===== config.mk =====
export PLATFORM = sky130hd
export DESIGN_NAME = bounded_array_list_top
export DESIGN_NICKNAME = d
export VERILOG_FILES = /design/src/hw/rtl/bal_pkg.sv /design/src/hw/rtl/bal_ctrl.sv /design/src/hw/rtl/bal_dpath.sv /design/src/hw/rtl/bounded_array_list_top.sv
export SDC_FILE = /design/constraint.sdc
export NUM_CORES = 1
export LEC_CHECK = 0
export BUFFER_PORTS_ARGS = -buffer_cell sky130_fd_sc_hd__buf_4
export CORE_ASPECT_RATIO = 0.75
export CORE_MARGIN = 2
export CORE_UTILIZATION = 55
export DETAILED_ROUTE_END_ITERATION = 6
export HOLD_SLACK_MARGIN = 0.03
export PLACE_DENSITY = 0.72
export SETUP_SLACK_MARGIN = 0.3
export SYNTH_ARGS = -nofsm -noshare
export SYNTH_HDL_FRONTEND = slang
export SYNTH_SLANG_ARGS = --single-unit

===== constraint.sdc =====
create_clock -name clk -period 12.3 [get_ports clk]
set_input_delay 1.23 -clock clk [delete_from_list [all_inputs] [get_ports clk]]
set_output_delay 1.23 -clock clk [all_outputs]
set_load 0.02 [all_outputs]

===== src/hw/rtl/bal_pkg.sv =====
// ----------------------------------------------------------------------------
// bal_pkg
// Opcodes, status codes and the command/status bundles shared by the
// bounded array list controller and datapath.
// ----------------------------------------------------------------------------
package bal_pkg;

    localparam logic [2:0] OP_GET    = 3'd0;
    localparam logic [2:0] OP_SET    = 3'd1;
    localparam logic [2:0] OP_APPEND = 3'd2;
    localparam logic [2:0] OP_INSERT = 3'd3;
    localparam logic [2:0] OP_DELETE = 3'd4;

    localparam logic [1:0] ST_OK     = 2'd0;
    localparam logic [1:0] ST_BOUNDS = 2'd1;
    localparam logic [1:0] ST_FULL   = 2'd2;

    typedef enum logic [2:0] {
        RD_POS,
        RD_LEN_M1,
        RD_POS_P1,
        RD_IDX_M2,
        RD_IDX_P2
    } rd_sel_t;

    typedef enum logic [1:0] {
        WR_VAL_POS,
        WR_VAL_LEN,
        WR_RDATA_IDX
    } wr_sel_t;

    typedef enum logic {
        IDX_LEN,
        IDX_POS
    } idx_sel_t;

    typedef struct packed {
        logic     load;
        logic     capture;
        logic     mem_rd;
        rd_sel_t  rd_sel;
        logic     mem_wr;
        wr_sel_t  wr_sel;
        logic     idx_load;
        idx_sel_t idx_sel;
        logic     idx_dec;
        logic     idx_inc;
        logic     len_inc;
        logic     len_dec;
    } cmd_t;

    typedef struct packed {
        logic is_get;
        logic is_set;
        logic is_append;
        logic is_insert;
        logic is_delete;
        logic fault;
        logic ins_direct;
        logic del_direct;
        logic ins_more;
        logic del_more;
    } stat_t;

endpackage


===== src/hw/rtl/bal_ctrl.sv =====
// ----------------------------------------------------------------------------
// bal_ctrl
// Command sequencer: checks, single accesses, entry moves and the result word.
// ----------------------------------------------------------------------------
module bal_ctrl (
    input  logic           clk,
    input  logic           rst_n,
    input  logic           start,
    input  bal_pkg::stat_t stat,
    output bal_pkg::cmd_t  cmd,
    output logic           busy,
    output logic           done
);
    import bal_pkg::*;

    typedef enum logic [5:0] {
        S_IDLE     = 6'b000001,
        S_EVAL     = 6'b000010,
        S_SHIFT_UP = 6'b000100,
        S_SHIFT_DN = 6'b001000,
        S_PLACE    = 6'b010000,
        S_RESP     = 6'b100000
    } state_t;

    state_t state_reg;
    state_t state_next;

    always_ff @(posedge clk or negedge rst_n)
    begin
        if (!rst_n)
        begin
            state_reg <= S_IDLE;
        end
        else
        begin
            state_reg <= state_next;
        end
    end

    always_comb
    begin
        state_next = state_reg;
        cmd        = '0;
        cmd.rd_sel  = RD_POS;
        cmd.wr_sel  = WR_VAL_POS;
        cmd.idx_sel = IDX_LEN;
        unique case (state_reg)
            S_IDLE:
            begin
                if (start)
                begin
                    cmd.load   = 1'b1;
                    state_next = S_EVAL;
                end
            end
            S_EVAL:
            begin
                cmd.capture = 1'b1;
                state_next  = S_RESP;
                if (!stat.fault)
                begin
                    priority if (stat.is_get)
                    begin
                        cmd.mem_rd = 1'b1;
                        cmd.rd_sel = RD_POS;
                    end
                    else if (stat.is_set)
                    begin
                        cmd.mem_wr = 1'b1;
                        cmd.wr_sel = WR_VAL_POS;
                    end
                    else if (stat.is_append)
                    begin
                        cmd.mem_wr  = 1'b1;
                        cmd.wr_sel  = WR_VAL_LEN;
                        cmd.len_inc = 1'b1;
                    end
                    else if (stat.is_insert)
                    begin
                        if (stat.ins_direct)
                        begin
                            state_next = S_PLACE;
                        end
                        else
                        begin
                            cmd.mem_rd   = 1'b1;
                            cmd.rd_sel   = RD_LEN_M1;
                            cmd.idx_load = 1'b1;
                            cmd.idx_sel  = IDX_LEN;
                            state_next   = S_SHIFT_UP;
                        end
                    end
                    else if (stat.is_delete)
                    begin
                        if (stat.del_direct)
                        begin
                            cmd.len_dec = 1'b1;
                        end
                        else
                        begin
                            cmd.mem_rd   = 1'b1;
                            cmd.rd_sel   = RD_POS_P1;
                            cmd.idx_load = 1'b1;
                            cmd.idx_sel  = IDX_POS;
                            state_next   = S_SHIFT_DN;
                        end
                    end
                    else
                    begin
                        state_next = S_RESP;
                    end
                end
            end
            S_SHIFT_UP:
            begin
                cmd.mem_wr  = 1'b1;
                cmd.wr_sel  = WR_RDATA_IDX;
                cmd.idx_dec = 1'b1;
                if (stat.ins_more)
                begin
                    cmd.mem_rd = 1'b1;
                    cmd.rd_sel = RD_IDX_M2;
                end
                else
                begin
                    state_next = S_PLACE;
                end
            end
            S_SHIFT_DN:
            begin
                cmd.mem_wr  = 1'b1;
                cmd.wr_sel  = WR_RDATA_IDX;
                cmd.idx_inc = 1'b1;
                if (stat.del_more)
                begin
                    cmd.mem_rd = 1'b1;
                    cmd.rd_sel = RD_IDX_P2;
                end
                else
                begin
                    cmd.len_dec = 1'b1;
                    state_next  = S_RESP;
                end
            end
            S_PLACE:
            begin
                cmd.mem_wr  = 1'b1;
                cmd.wr_sel  = WR_VAL_POS;
                cmd.len_inc = 1'b1;
                state_next  = S_RESP;
            end
            S_RESP:
            begin
                state_next = S_IDLE;
            end
            default:
            begin
                state_next = S_IDLE;
            end
        endcase
    end

    assign busy = (state_reg != S_IDLE);
    assign done = (state_reg == S_RESP);

endmodule


===== src/hw/rtl/bal_dpath.sv =====
// ----------------------------------------------------------------------------
// bal_dpath
// Entry memory, length and move index registers, bounds checks and result.
// ----------------------------------------------------------------------------
module bal_dpath #(
    parameter int CAPACITY = 16
) (
    input  logic               clk,
    input  logic               rst_n,
    input  bal_pkg::cmd_t      cmd,
    output bal_pkg::stat_t     stat,
    input  logic [2:0]         opcode,
    input  logic [3:0]         position,
    input  logic signed [31:0] new_value,
    output logic signed [31:0] read_value,
    output logic [1:0]         status,
    output logic [4:0]         list_length
);
    import bal_pkg::*;

    localparam int AW = $clog2(CAPACITY);
    localparam int LW = $clog2(CAPACITY + 1);
    localparam int CW = (LW > 4) ? LW : 4;
    localparam int EW = CW + 1;

    logic [31:0]   mem [CAPACITY];
    logic [31:0]   rdata_reg;
    logic [2:0]    op_reg;
    logic [3:0]    pos_reg;
    logic [31:0]   val_reg;
    logic [1:0]    status_reg;
    logic [LW-1:0] len_reg;
    logic [LW-1:0] len_next;
    logic [AW-1:0] idx_reg;
    logic [AW-1:0] idx_next;

    logic [EW-1:0] len_e;
    logic [EW-1:0] pos_e;
    logic [EW-1:0] idx_e;
    logic [EW-1:0] cap_e;
    logic [EW-1:0] rd_addr_e;
    logic [EW-1:0] wr_addr_e;
    logic [AW-1:0] rd_addr;
    logic [AW-1:0] wr_addr;
    logic [31:0]   wr_data;
    logic [1:0]    status_calc;
    logic [LW+4:0] len_wide;

    assign len_e = EW'(len_reg);
    assign pos_e = EW'(pos_reg);
    assign idx_e = EW'(idx_reg);
    assign cap_e = EW'(CAPACITY);

    always_comb
    begin
        status_calc = ST_OK;
        unique case (op_reg)
            OP_GET, OP_SET, OP_DELETE:
            begin
                if (pos_e >= len_e)
                begin
                    status_calc = ST_BOUNDS;
                end
            end
            OP_APPEND:
            begin
                if (len_e >= cap_e)
                begin
                    status_calc = ST_FULL;
                end
            end
            OP_INSERT:
            begin
                priority if (len_e >= cap_e)
                begin
                    status_calc = ST_FULL;
                end
                else if (pos_e > len_e)
                begin
                    status_calc = ST_BOUNDS;
                end
                else
                begin
                    status_calc = ST_OK;
                end
            end
            default:
            begin
                status_calc = ST_OK;
            end
        endcase
    end

    always_comb
    begin
        stat.is_get     = (op_reg == OP_GET);
        stat.is_set     = (op_reg == OP_SET);
        stat.is_append  = (op_reg == OP_APPEND);
        stat.is_insert  = (op_reg == OP_INSERT);
        stat.is_delete  = (op_reg == OP_DELETE);
        stat.fault      = (status_calc != ST_OK);
        stat.ins_direct = (pos_e == len_e);
        stat.del_direct = ((pos_e + EW'(1)) >= len_e);
        stat.ins_more   = ((idx_e - EW'(1)) > pos_e);
        stat.del_more   = ((idx_e + EW'(2)) < len_e);
    end

    always_comb
    begin
        unique case (cmd.rd_sel)
            RD_POS:    rd_addr_e = pos_e;
            RD_LEN_M1: rd_addr_e = len_e - EW'(1);
            RD_POS_P1: rd_addr_e = pos_e + EW'(1);
            RD_IDX_M2: rd_addr_e = idx_e - EW'(2);
            RD_IDX_P2: rd_addr_e = idx_e + EW'(2);
            default:   rd_addr_e = pos_e;
        endcase
    end

    always_comb
    begin
        unique case (cmd.wr_sel)
            WR_VAL_POS:
            begin
                wr_addr_e = pos_e;
                wr_data   = val_reg;
            end
            WR_VAL_LEN:
            begin
                wr_addr_e = len_e;
                wr_data   = val_reg;
            end
            WR_RDATA_IDX:
            begin
                wr_addr_e = idx_e;
                wr_data   = rdata_reg;
            end
            default:
            begin
                wr_addr_e = pos_e;
                wr_data   = val_reg;
            end
        endcase
    end

    assign rd_addr = rd_addr_e[AW-1:0];
    assign wr_addr = wr_addr_e[AW-1:0];

    always_ff @(posedge clk)
    begin
        if (cmd.mem_wr)
        begin
            mem[wr_addr] <= wr_data;
        end
        if (cmd.mem_rd)
        begin
            rdata_reg <= mem[rd_addr];
        end
    end

    always_ff @(posedge clk)
    begin
        if (cmd.load)
        begin
            op_reg  <= opcode;
            pos_reg <= position;
            val_reg <= new_value;
        end
        if (cmd.capture)
        begin
            status_reg <= status_calc;
        end
    end

    always_comb
    begin
        len_next = len_reg;
        priority if (cmd.len_inc)
        begin
            len_next = len_reg + LW'(1);
        end
        else if (cmd.len_dec)
        begin
            len_next = len_reg - LW'(1);
        end
        else
        begin
            len_next = len_reg;
        end
    end

    always_comb
    begin
        idx_next = idx_reg;
        priority if (cmd.idx_load)
        begin
            idx_next = (cmd.idx_sel == IDX_LEN) ? len_e[AW-1:0] : pos_e[AW-1:0];
        end
        else if (cmd.idx_dec)
        begin
            idx_next = idx_reg - AW'(1);
        end
        else if (cmd.idx_inc)
        begin
            idx_next = idx_reg + AW'(1);
        end
        else
        begin
            idx_next = idx_reg;
        end
    end

    always_ff @(posedge clk or negedge rst_n)
    begin
        if (!rst_n)
        begin
            len_reg <= '0;
            idx_reg <= '0;
        end
        else
        begin
            len_reg <= len_next;
            idx_reg <= idx_next;
        end
    end

    assign len_wide    = {5'b0, len_reg};
    assign list_length = len_wide[4:0];
    assign status      = status_reg;
    assign read_value  = ((op_reg == OP_GET) && (status_reg == ST_OK)) ?
                         $signed(rdata_reg) : 32'sd0;

endmodule


===== src/hw/rtl/bounded_array_list_top.sv =====
// ----------------------------------------------------------------------------
// bounded_array_list_top
// Ordered list of up to CAPACITY signed 32-bit entries with get, set,
// append, insert and delete commands.
// ----------------------------------------------------------------------------
// channel   direction  handshake          word
// command   in         start, busy        opcode, position, new_value
// result    out        done (one cycle)   read_value, status, list_length
//
// Get, set, append, failed and unused commands pass through the evaluate
// and result states. Insert and delete move one entry per cycle; the entry
// memory reads one entry and writes another in the same cycle. Insert
// evaluates, moves entries up and places the value; delete moves them down.
// busy is high from the cycle after start until done; the next command may
// be given in the cycle after done. Reset clears the length; entries are
// never read before they are written. The result word cannot be stalled.
// ----------------------------------------------------------------------------
module bounded_array_list_top #(
    parameter int CAPACITY = 16
) (
    input  logic               clk,
    input  logic               rst_n,
    input  logic               start,
    output logic               busy,
    input  logic [2:0]         opcode,
    input  logic [3:0]         position,
    input  logic signed [31:0] new_value,
    output logic               done,
    output logic signed [31:0] read_value,
    output logic [1:0]         status,
    output logic [4:0]         list_length
);
    import bal_pkg::*;

    cmd_t  cmd;
    stat_t stat;

    bal_ctrl u_ctrl (
        .clk   (clk),
        .rst_n (rst_n),
        .start (start),
        .stat  (stat),
        .cmd   (cmd),
        .busy  (busy),
        .done  (done)
    );

    bal_dpath #(
        .CAPACITY (CAPACITY)
    ) u_dpath (
        .clk         (clk),
        .rst_n       (rst_n),
        .cmd         (cmd),
        .stat        (stat),
        .opcode      (opcode),
        .position    (position),
        .new_value   (new_value),
        .read_value  (read_value),
        .status      (status),
        .list_length (list_length)
    );

endmodule

Word-level counts from Yosys, hierarchy flattened. Memories as Yosys holds them, arrays and structs flattened. A register that Yosys moved wholly into a read port is not among the register bits. Index checks and enable logic that the tools add are counted.

Output and inout bits: 41. Bits in latches: 0. Bits in registers: 56. ROM bits: 0. Word-level logic and storage cells: 120. Input port bits: 42. Bits in writable memories: 512. Memories: 1.

$mul: 0. Magnitude comparators: 6. Add/sub/neg operators: 9. Divide/modulo/power cells: 0. Eq/ne operators: 21. Reduce and logical (&&, ||, !) cells: 9. Shift operators: 0. Multiplexer cells: 67. Bitwise operators: 0.

Memory list: u_dpath.mem (words 16, width 32, rd ports 1, clocked after memory_dff 1, wr ports 1, line bal_dpath.sv:26) `logic [31:0] mem [CAPACITY];`.

Operators by type and width (number): $mux 32 (2); $mux 6 (10); $mux 4 (13); $pmux 6 s5 (1); $mux 2 (12); $mux 5 (4); $pmux 4 s4 (1); $mux 1 (15); $eq 3x2->1 const B (4); $pmux 4 s3 (1); $mux 9 (1); $pmux 3 s3 (1); $pmux 4 s2 (1); $sub 4x1->4 const B (2); $eq 3x1->1 const B (2); $eq 3x3->1 const B (2); $eq 6x1->1 const B (1); $eq 6x2->1 const B (1); $eq 6x3->1 const B (1); $eq 6x4->1 const B (1); $eq 6x5->1 const B (1); $eq 6x6->1 const B (1); $gt 6x4->1 (1); $mux 3 (2); other kinds (27) (31).

Logic depth before layout (Yosys ltp). Gate-level depths: netlist of the first run.

Depth in word-level cells: 12. Mapped depth: 17. Depth with buffers taken out: 16.

Hierarchy. A second synthesis of the first run with hierarchy kept.

Cells, all modules: 1531. Area total of the unflattened synthesis: 25604.6 um^2.

Modules (own cells, without submodules): bal_dpath (area each 25015.2 um^2, times used 1, seq. area each 17792.1 um^2, cells an instance 1459); bal_ctrl (area each 589.3 um^2, times used 1, seq. area each 151.4 um^2, cells an instance 72).

Least setup slack after synthesis of the first run. Ideal clock, no wire load.

Path type: register to register. Start: register u_dpath.len_reg[1] (netlist: u_dpath.list_length[1]). End: memory u_dpath.mem[2][0] (enable). Slack: 7.045 ns. Period minus slack after synthesis: 5.255 ns. Data arrival time: 4.834 ns. Stages on the path, launching flop included: 17. Required time: 11.879 ns. Library setup time: 0.421 ns. Path buffers: 1. Path through: dfrtp_1 > inv_1 > ha_1 > nand4_1 > a21oi_1 > nor3_1 > or3_1 > nor4b_1 > inv_1 > ha_1 > clkbuf_1 > a22oi_1 > nor2_1 > a21oi_1 > nor2b_1 > nand2_1 > nor2_1.

Cells in the longest elaborated chain, start to end: 9. Elaborated cells on any way between the ends: 16. Classes of those cells: order compare (3); eq/ne (2); mux (10); reduce/logical (1).

RTL lines: start: declaration (line bal_dpath.sv:32) `logic [LW-1:0] len_reg;`; start signal: assignment (line bal_dpath.sv:222) `len_reg <= len_next;`; $gt 4x5->1 (line bal_dpath.sv:78) `else if (pos_e > len_e)`; $mux 1 (line bal_dpath.sv:78); $mux 2 (line bal_dpath.sv:74) `priority if (len_e >= cap_e)`; $pmux 2 s3 (*) (line bal_dpath.sv:57) `unique case (op_reg)`; named net u_dpath.status_calc[0] (line bal_dpath.sv:46) `logic [1:0] status_calc;`; $reduce_bool 2->1 (*) (line bal_dpath.sv:101) `stat.fault = (status_calc != ST_OK);`; $mux 9 (*) (line bal_ctrl.sv:60) `if (!stat.fault)`; $pmux 3 s3 (*) (line bal_ctrl.sv:47) `unique case (state_reg)`; $eq 2x2->1 (tied with other cells) (line bal_dpath.sv:122) `unique case (cmd.wr_sel)`; $pmux 4 s2 or $mux 1 (tied branches) (line bal_dpath.sv:122, bal_dpath.sv:153); end: declaration (line bal_dpath.sv:26).

Mark *: on every way through the listed nets, which the timed path passes. The rest lies on a longest branch.

Final worst setup path of the first run.
Start: register u_dpath.len_reg[1] (netlist: u_dpath.list_length[1]). End: memory u_dpath.mem[8][1] (enable).

The elaborated chain is that of the path after synthesis.

==> flow_summary.yaml, run 1 <==
run_status:
  status: "complete, no violations"
run:
  cap_violations: 0
global_route:
  grt_max_degree: 129
  grt_use_total_pct: 22.99
  grt_pass1_wl_um: 76490
  grt_pass1_vias: 11950
  antenna_found_initial: 0
  overflow: 0
pwr:
  p_leak_nw: 8.890
  vdd_drop_max_v: 0.0001196
  power_mw: 5.204
  powerDensity_nw_per_um2: 191.5
sta:
  rsz0062_at_grt: "no"
  fin_crit_sh_pct: 48.69
  worst_slew_pin_slew_ns: 1.343
  clock.fmax_mhz: 167.0
  relSlewSlack_pct: 10.26
  slew_violations: 0
  tns_ns: 0
  setup_viol_count_final: 0
  finalCriticalPeriod_ns: 5.988
  hold_violations: 0
  clock_skew_ns: 0.03475
cts:
  post_cts_buffers: 0
  cts_tree: "built"
  cts_buffer_depth: 3
  root_buffer: "clkbuf_16"
  cts_max_level: 2
  clkSinkCount: 600
  cts-resized-gates: 0
  clock_latency_ns: 0.60
  cts_hold_buf: 0
  clk_pin_slew_ns: 0.07
  numCtsBuffers: 54
synth:
  synthArstFlopShare_pct: 2.500
  synth.cell_area_um2: 24060
  ys_seq_area_share_pct: 74.59
  synth-xor-area-share_pct: 0.5825
  yosysTopAreaCellShare_pct: 73.03
  synth_top_family_by_area: "multiplexers"
  muxShareOfSynthArea_pct: 13.57
  synth-edff-count: 585
  syn_inst: 1196
  netlist_top_cells_area: "edfxtp_1 (73%), mux4_2 (12%), a22oi_1 (2.1%)"
  yosys.area_share.adder_pct: 1.779
  ys_seq_elements: 600
  synth-compound-area-share_pct: 4.208
  synth_commonest_cells: "edfxtp_1 (585), mux4_2 (128), a22oi_1 (68)"
  syn_area_per_cell_um2: 20.11
  yosysTopAreaCell: "edfxtp_1"
  synth-simple-area-share_pct: 3.646
  syn_nets: 1271
  yosysMostFrequentCell: "edfxtp_1"
  ys_warn_count: 0
  yosysUniqueCellTypes: 62
  synth-main-ff-cell: "edfxtp_1"
detailed_routing:
  drt_iter0_markers: 1243
  antenna_left: 0
  drc: 0
  routed_wl_um: 50790
  vias: 11840
  firstDrtPassIters: 5
  wl_per_cell_um: 26.58
  via_per_inst: 6.195
setup_path:
  crit_slowest_cell: "nor2_4"
  worst-path-buf-inv: 3
  crit_required_ns: 12.48
  crit_fanout: 36
  path_delay_family: "simple AND/OR/NAND/NOR gates"
  crit_path_start_kind: "flop"
  crit_type: "flop to flop"
  cp_slowest_stage_delay_ns: 1.01
  critPathArrivalTime_ns: 6.17
  critical_path.cell_chain: "inv_1 -> ha_1 -> nand4_1 -> a21oi_1 -> nor3_1 -> or3_1 -> nor4b_1 -> inv_1 -> ha_2 -> buf_4 -> a22oi_1 -> nor2_1 -> a21oi_1 -> nor2b_1 -> nand2_1 -> nor2_4"
  cp-end-kind: "flop"
placed_design:
  io_buffers: 82
  hpwlAfterDp_um: 28150
  gp_congestion: 0.8688
floorplanning:
  core.rowCount: 66
  core_area_um2: 43270
  pin_count: 83
  start_util_pct: 55.59
  fp.dieW_um: 245.5
  fp.dieH_um: 185.1
  dieArea_um2: 45440
finish:
  utilization_pct: 62.79
  area_growth_pct: 12.95
  largest_reg_flops: 512
  drive_gt1_share_pct: 27.93
  nNetsFinal: 1364
worst_hold_path:
  hold_class: "primary input to asynchronous set/reset pin"
-- stage by stage --
stage          setup slack, ns  area [µm²]  hold slack [ns]  std cells
6_report                 6.312       27170           0.5032       1911
5_1_grt                  5.948       27170           0.4940       1910
4_1_cts                  6.372       27170           0.4843       1910
3_5_place_dp             6.382       25360           0.6435       1811
3_3_place_gp             6.457       25360           0.6286       1811
2_1_floorplan            7.045       24060           0.6001       1196
-- cells by family (layout without fill, tap and decap cells) --
logic type	count (synthesis)	in the layout
flops	600	600
compound gates	132	132
xor+xnor	16	16
other cells	0	1
fa+ha+maj	33	33
simple gates	175	175
mux	162	162
buf+inv	78	214
-- report_power, final --
| group | leakage, nW | switching, mW | total (mW) | internal (mW) |
|---|---|---|---|---|
| sequential | 5.47 | 0.0664 | 2.49 | 2.42 |
| clock | 0.878 | 0.734 | 1.71 | 0.979 |
| combinational | 2.54 | 0.601 | 1.01 | 0.404 |
| total | 8.89 | 1.40 | 5.20 | 3.80 |
-- layout make-up --
type	count	area, µm²
sequential	600	17940
fill	2997	16100
timing repair buffer	91	695.7
antenna	1	2.502
clock buffer	63	1385
clock inverter	36	419.2
multi-input combinational	518	5911
tap	578	723.2
inverter	24	90.09
-- final timing paths --
path | from | to | slack, ns | cells past startpoint
max | u_dpath.list_length[1]$_DFFE_PN0P_ | u_dpath.mem[8][1]$_DFFE_PP_ | 6.31 | 16
min | rst_n | u_dpath.list_length[4]$_DFFE_PN0P_ | 0.50 | 1
max reg2reg | u_dpath.list_length[1]$_DFFE_PN0P_ | u_dpath.mem[8][1]$_DFFE_PP_ | 6.31 | 16
min reg2reg | u_ctrl.state_reg[0]$_DFFE_PN1P_ | u_ctrl.state_reg[1]$_DFFE_PN0P_ | 0.65 | 2
max in group asynchronous | rst_n | u_ctrl.state_reg[0]$_DFFE_PN1P_ | 11.54 | 1
min in group clk | u_ctrl.state_reg[0]$_DFFE_PN1P_ | u_ctrl.state_reg[1]$_DFFE_PN0P_ | 0.65 | 2
-- routing by layer --
metal  vias to the layer above  routed length [µm]  GRT usage, %
li1                       5107                   -             -
met1                      6208               23410         35.86
met2                       447               22800         34.61
met3                        76                3707         4.057
met4                         0                 869         4.703
met5                         -                   0             0
-- placed cells by master (no fill, tap or decap), types with 3 or more instances in the layout --
cell,instances
nor2_1,21
clkinv_2,14
edfxtp_1,585
ha_1,30
nor2_4,21
nand3b_1,5
clkbuf_1,9
mux2_2,32
clkinvlp_4,4
and2_1,33
nor3_1,7
a21oi_1,13
dfrtp_1,14
o221ai_1,4
nor2b_1,4
nor3b_1,5
buf_4,90
a31oi_1,3
a211oi_1,5
o21ai_0,9
a21o_1,6
o21a_1,5
clkinv_1,6
clkbuf_16,54
a22oi_1,68
bufinv_16,8
mux4_2,128
xnor2_1,10
xor2_1,6
inv_1,22
nand2_1,56
nand2b_1,4
Power figures use the tool's default switching activity.
==> run 2, diff against run 1 <==
--- a/config.mk
+++ b/config.mk
@@ -5,6 +5,7 @@
 export SDC_FILE = /design/constraint.sdc
 export NUM_CORES = 1
 export LEC_CHECK = 0
+export ABC_AREA = 1
 export BUFFER_PORTS_ARGS = -buffer_cell sky130_fd_sc_hd__buf_4
 export CORE_ASPECT_RATIO = 0.75
 export CORE_MARGIN = 2
==> constraint.sdc (replaced) <==
create_clock -name clk -period 5.8 [get_ports clk]
set_input_delay 0.58 -clock clk [delete_from_list [all_inputs] [get_ports clk]]
set_output_delay 0.58 -clock clk [all_outputs]
set_load 0.02 [all_outputs]
==> run 2 against run 1 <==
Net effect: synthesized cell count rose by 110%; design area is 13% higher; clock power increased by 120%; first-iteration DRC count increased by 99%; combinational power increased to 3.4 times the previous value; sequential cell count is the same; largest power group unchanged.
==> flow_summary.yaml, run 2 <==
synth:
  yosysMostFrequentCell: "nand3_1"
  synth_top_family_by_area: "simple AND/OR/NAND/NOR gates"
  yosysTopAreaCellShare_pct: 64.78
  synth.cell_area_um2: 27120
  synth_commonest_cells: "nand3_1 (590), edfxtp_1 (585), nand2_1 (463)"
  syn_area_per_cell_um2: 10.59
  synth-xor-area-share_pct: 0.4845
  syn_nets: 2636
  synth-edff-count: 585
  synth-simple-area-share_pct: 21.65
  synthArstFlopShare_pct: 2.500
  synth-compound-area-share_pct: 1.698
  ys_seq_area_share_pct: 66.17
  yosys.area_share.adder_pct: 1.578
  yosysTopAreaCell: "edfxtp_1"
  yosysUniqueCellTypes: 36
  ys_seq_elements: 600
  syn_inst: 2561
  netlist_top_cells_area: "edfxtp_1 (65%), nand3_1 (11%), nand2_1 (6.4%)"
  ys_warn_count: 0
  muxShareOfSynthArea_pct: 0
  synth-main-ff-cell: "edfxtp_1"
sta:
  tns_ns: 0
  clock_skew_ns: 0.02400
  setup_ws_ns: 0.6906
  worst_slew_pin_slew_ns: 1.247
  relSlewSlack_pct: 16.30
  clock.fmax_mhz: 195.7
  slew_violations: 0
  hold_ws_ns: 0.1389
  fin_crit_sh_pct: 88.09
  setup_viol_count_final: 0
  rsz0062_at_grt: "no"
  hold_violations: 0
  finalCriticalPeriod_ns: 5.109
setup_path:
  crit_fanout: 34
  r2r_slack_ns: 0.69
  crit_slowest_cell: "nor2_4"
  critical_path.cell_chain: "inv_1 -> ha_1 -> nand2_1 -> inv_1 -> nand2_1 -> nand2_1 -> nand2_1 -> nand2_1 -> nand2_2 -> nand3_1 -> nor2_1 -> inv_1 -> ha_1 -> inv_2 -> buf_4 -> o221ai_1 -> o21ai_0 -> nand2_1 -> nor2_4 -> buf_4"
  crit_path_start_kind: "flop"
  worst_path_most_repeated_cell: "nand2_1"
  r2r_cells: 20
  r2r-start: "u_dpath.list_length[2]$_DFFE_PN0P_"
  critPathArrivalTime_ns: 5.40
  cp_slowest_stage_delay_ns: 0.62
  crit_type: "flop to flop"
  crit_required_ns: 6.09
  r2r_end: "u_dpath.mem[4][16]$_DFFE_PP_"
  cp-end-kind: "flop"
placed_design:
  hpwlAfterDp_um: 37650
  dp_slack_ns: 0.7248
  gp_congestion: 0.9115
  dp_cells: 3220
  io_buffers: 82
cts:
  root_buffer: "clkbuf_16"
  clk_pin_slew_ns: 0.07
  clkSinkCount: 600
  cts_max_level: 2
  cts_buffer_depth: 3
  cts-resized-gates: 0
  cts_tree: "built"
  numCtsBuffers: 56
  clock_latency_ns: 0.62
detailed_routing:
  via_per_inst: 5.731
  wl_per_cell_um: 20.91
  drc: 0
  routed_wl_um: 69550
  firstDrtPassIters: 5
  vias: 19070
  antenna_left: 0
  drt_iter0_markers: 2475
floorplanning:
  fp.dieW_um: 260.4
  fp.dieH_um: 196.3
  start_util_pct: 55.69
  dieArea_um2: 51120
  core.rowCount: 70
  core_area_um2: 48700
  pin_count: 83
finish:
  regArea_um2: 17940
  drive_gt1_share_pct: 10.60
  final_cells: 3327
  final_cell_mix: "nand3_1 (589), edfxtp_1 (585), nand2_1 (461)"
  utilization_pct: 62.88
  nNetsFinal: 2706
  fillers: 3810
  largest_reg_flops: 512
  multi_input_area_um2: 7072
  final_common_cell: "nand3_1"
  area_growth_pct: 12.91
  diodes: 0
global_route:
  grt_pass1_vias: 18800
  overflow: 0
  grt_use_total_pct: 27.39
  grt_max_degree: 171
  antenna_found_initial: 0
  grt_pass1_wl_um: 107100
pwr:
  powerDensity_nw_per_um2: 408.3
  intPower_mw: 8.365
  swShare_pct: 33.09
  power.switching_mw: 4.137
  p_comb_share_pct: 27.1
  p_leak_nw: 12.70
  vdd_drop_max_v: 0.0002602
  p_seq_share_pct: 42.6
  clkPwrFrac_pct: 30.3
run_status:
  status: "complete, no violations"
run:
  cap_violations: 0
worst_hold_path:
  worstHoldPathCells: 1
  worstHoldStart: "new_value[26]"
  hold_path_end: "u_dpath.val_reg[26]$_DFFE_PP_"
  hold_class: "primary input to flop"
run 2: through the flow:
stage | cell area, µm² | power [mW]
5_1_grt | 30620 | 13.04
2_1_floorplan | 27120 | 7.671
3_5_place_dp | 28720 | 8.748
3_3_place_gp | 28720 | 8.669
6_report | 30620 | 12.50
4_1_cts | 30620 | 12.50
run 2: logic make-up after synthesis:
group,after synthesis
xor+xnor,15
flops,600
fa+ha+maj,33
compound gates,84
simple gates,1251
buf+inv,578
run 2: cell type report:
class,instances,area share [%]
Clock inverter,43,1.430
Clock buffer,63,4.732
Timing Repair Buffer,153,4.127
Inverter,437,5.365
Sequential cell,600,58.60
Multi-Input combinational cell,1383,23.10
Tap cell,648,2.648
run 2: metal layers:
layer | GRT usage (%) | share of wire, % | routed length (µm) | vias to the layer above
met5 | 0 | 0 | 0 | -
met4 | 8.508 | 2.7 | 1856 | 0
met3 | 4.432 | 9.3 | 6492 | 143
met2 | 43.53 | 46 | 32100 | 988
met1 | 39.04 | 42 | 29100 | 9177
li1 | - | - | - | 8759
run 2: power groups by stage:
stage	Sequential (mW)	Combinational [mW]	Clock (mW)
detailed placement	5.41	3.33	0
finish	5.32	3.39	3.78
global placement	5.41	3.26	0
global route	5.34	3.71	3.99
floorplan	5.41	2.26	0
CTS	5.32	3.35	3.82
run 2: repair_timing:
item | in CTS | in global routing
setup endpoints to repair | 0 | 0
buffers inserted | 0 | 0
hold buffers | 1 | 0
hold endpoints to repair | 14 | 0
run 2: worst max-delay path by stage:
| stage | start | endpoint | slack [ns] | cells after the start |
|---|---|---|---|---|
| finish | u_dpath.list_length[2]$_DFFE_PN0P_ | u_dpath.mem[4][16]$_DFFE_PP_ | 0.69 | 20 |
| detailed placement | u_dpath.list_length[2]$_DFFE_PN0P_ | u_dpath.mem[4][18]$_DFFE_PP_ | 0.72 | 20 |
| floorplan | u_dpath.list_length[1]$_DFFE_PN0P_ | u_dpath.mem[0][0]$_DFFE_PP_ | 0.56 | 17 |
| global route | u_dpath.list_length[2]$_DFFE_PN0P_ | u_dpath.mem[4][12]$_DFFE_PP_ | 0.39 | 20 |
| CTS | u_dpath.list_length[2]$_DFFE_PN0P_ | u_dpath.mem[4][18]$_DFFE_PP_ | 0.71 | 20 |
| global placement | u_dpath.list_length[2]$_DFFE_PN0P_ | u_dpath.mem[4][14]$_DFFE_PP_ | 0.67 | 20 |
run 2: worst max-delay path: cells and delay by family, from the launching register on:
kind	cells	cell delay (ns)
simple gates	10	1.92
fa+ha+maj	2	0.56
compound gates	2	0.52
buf+inv	6	1.28
flops	1	0.49
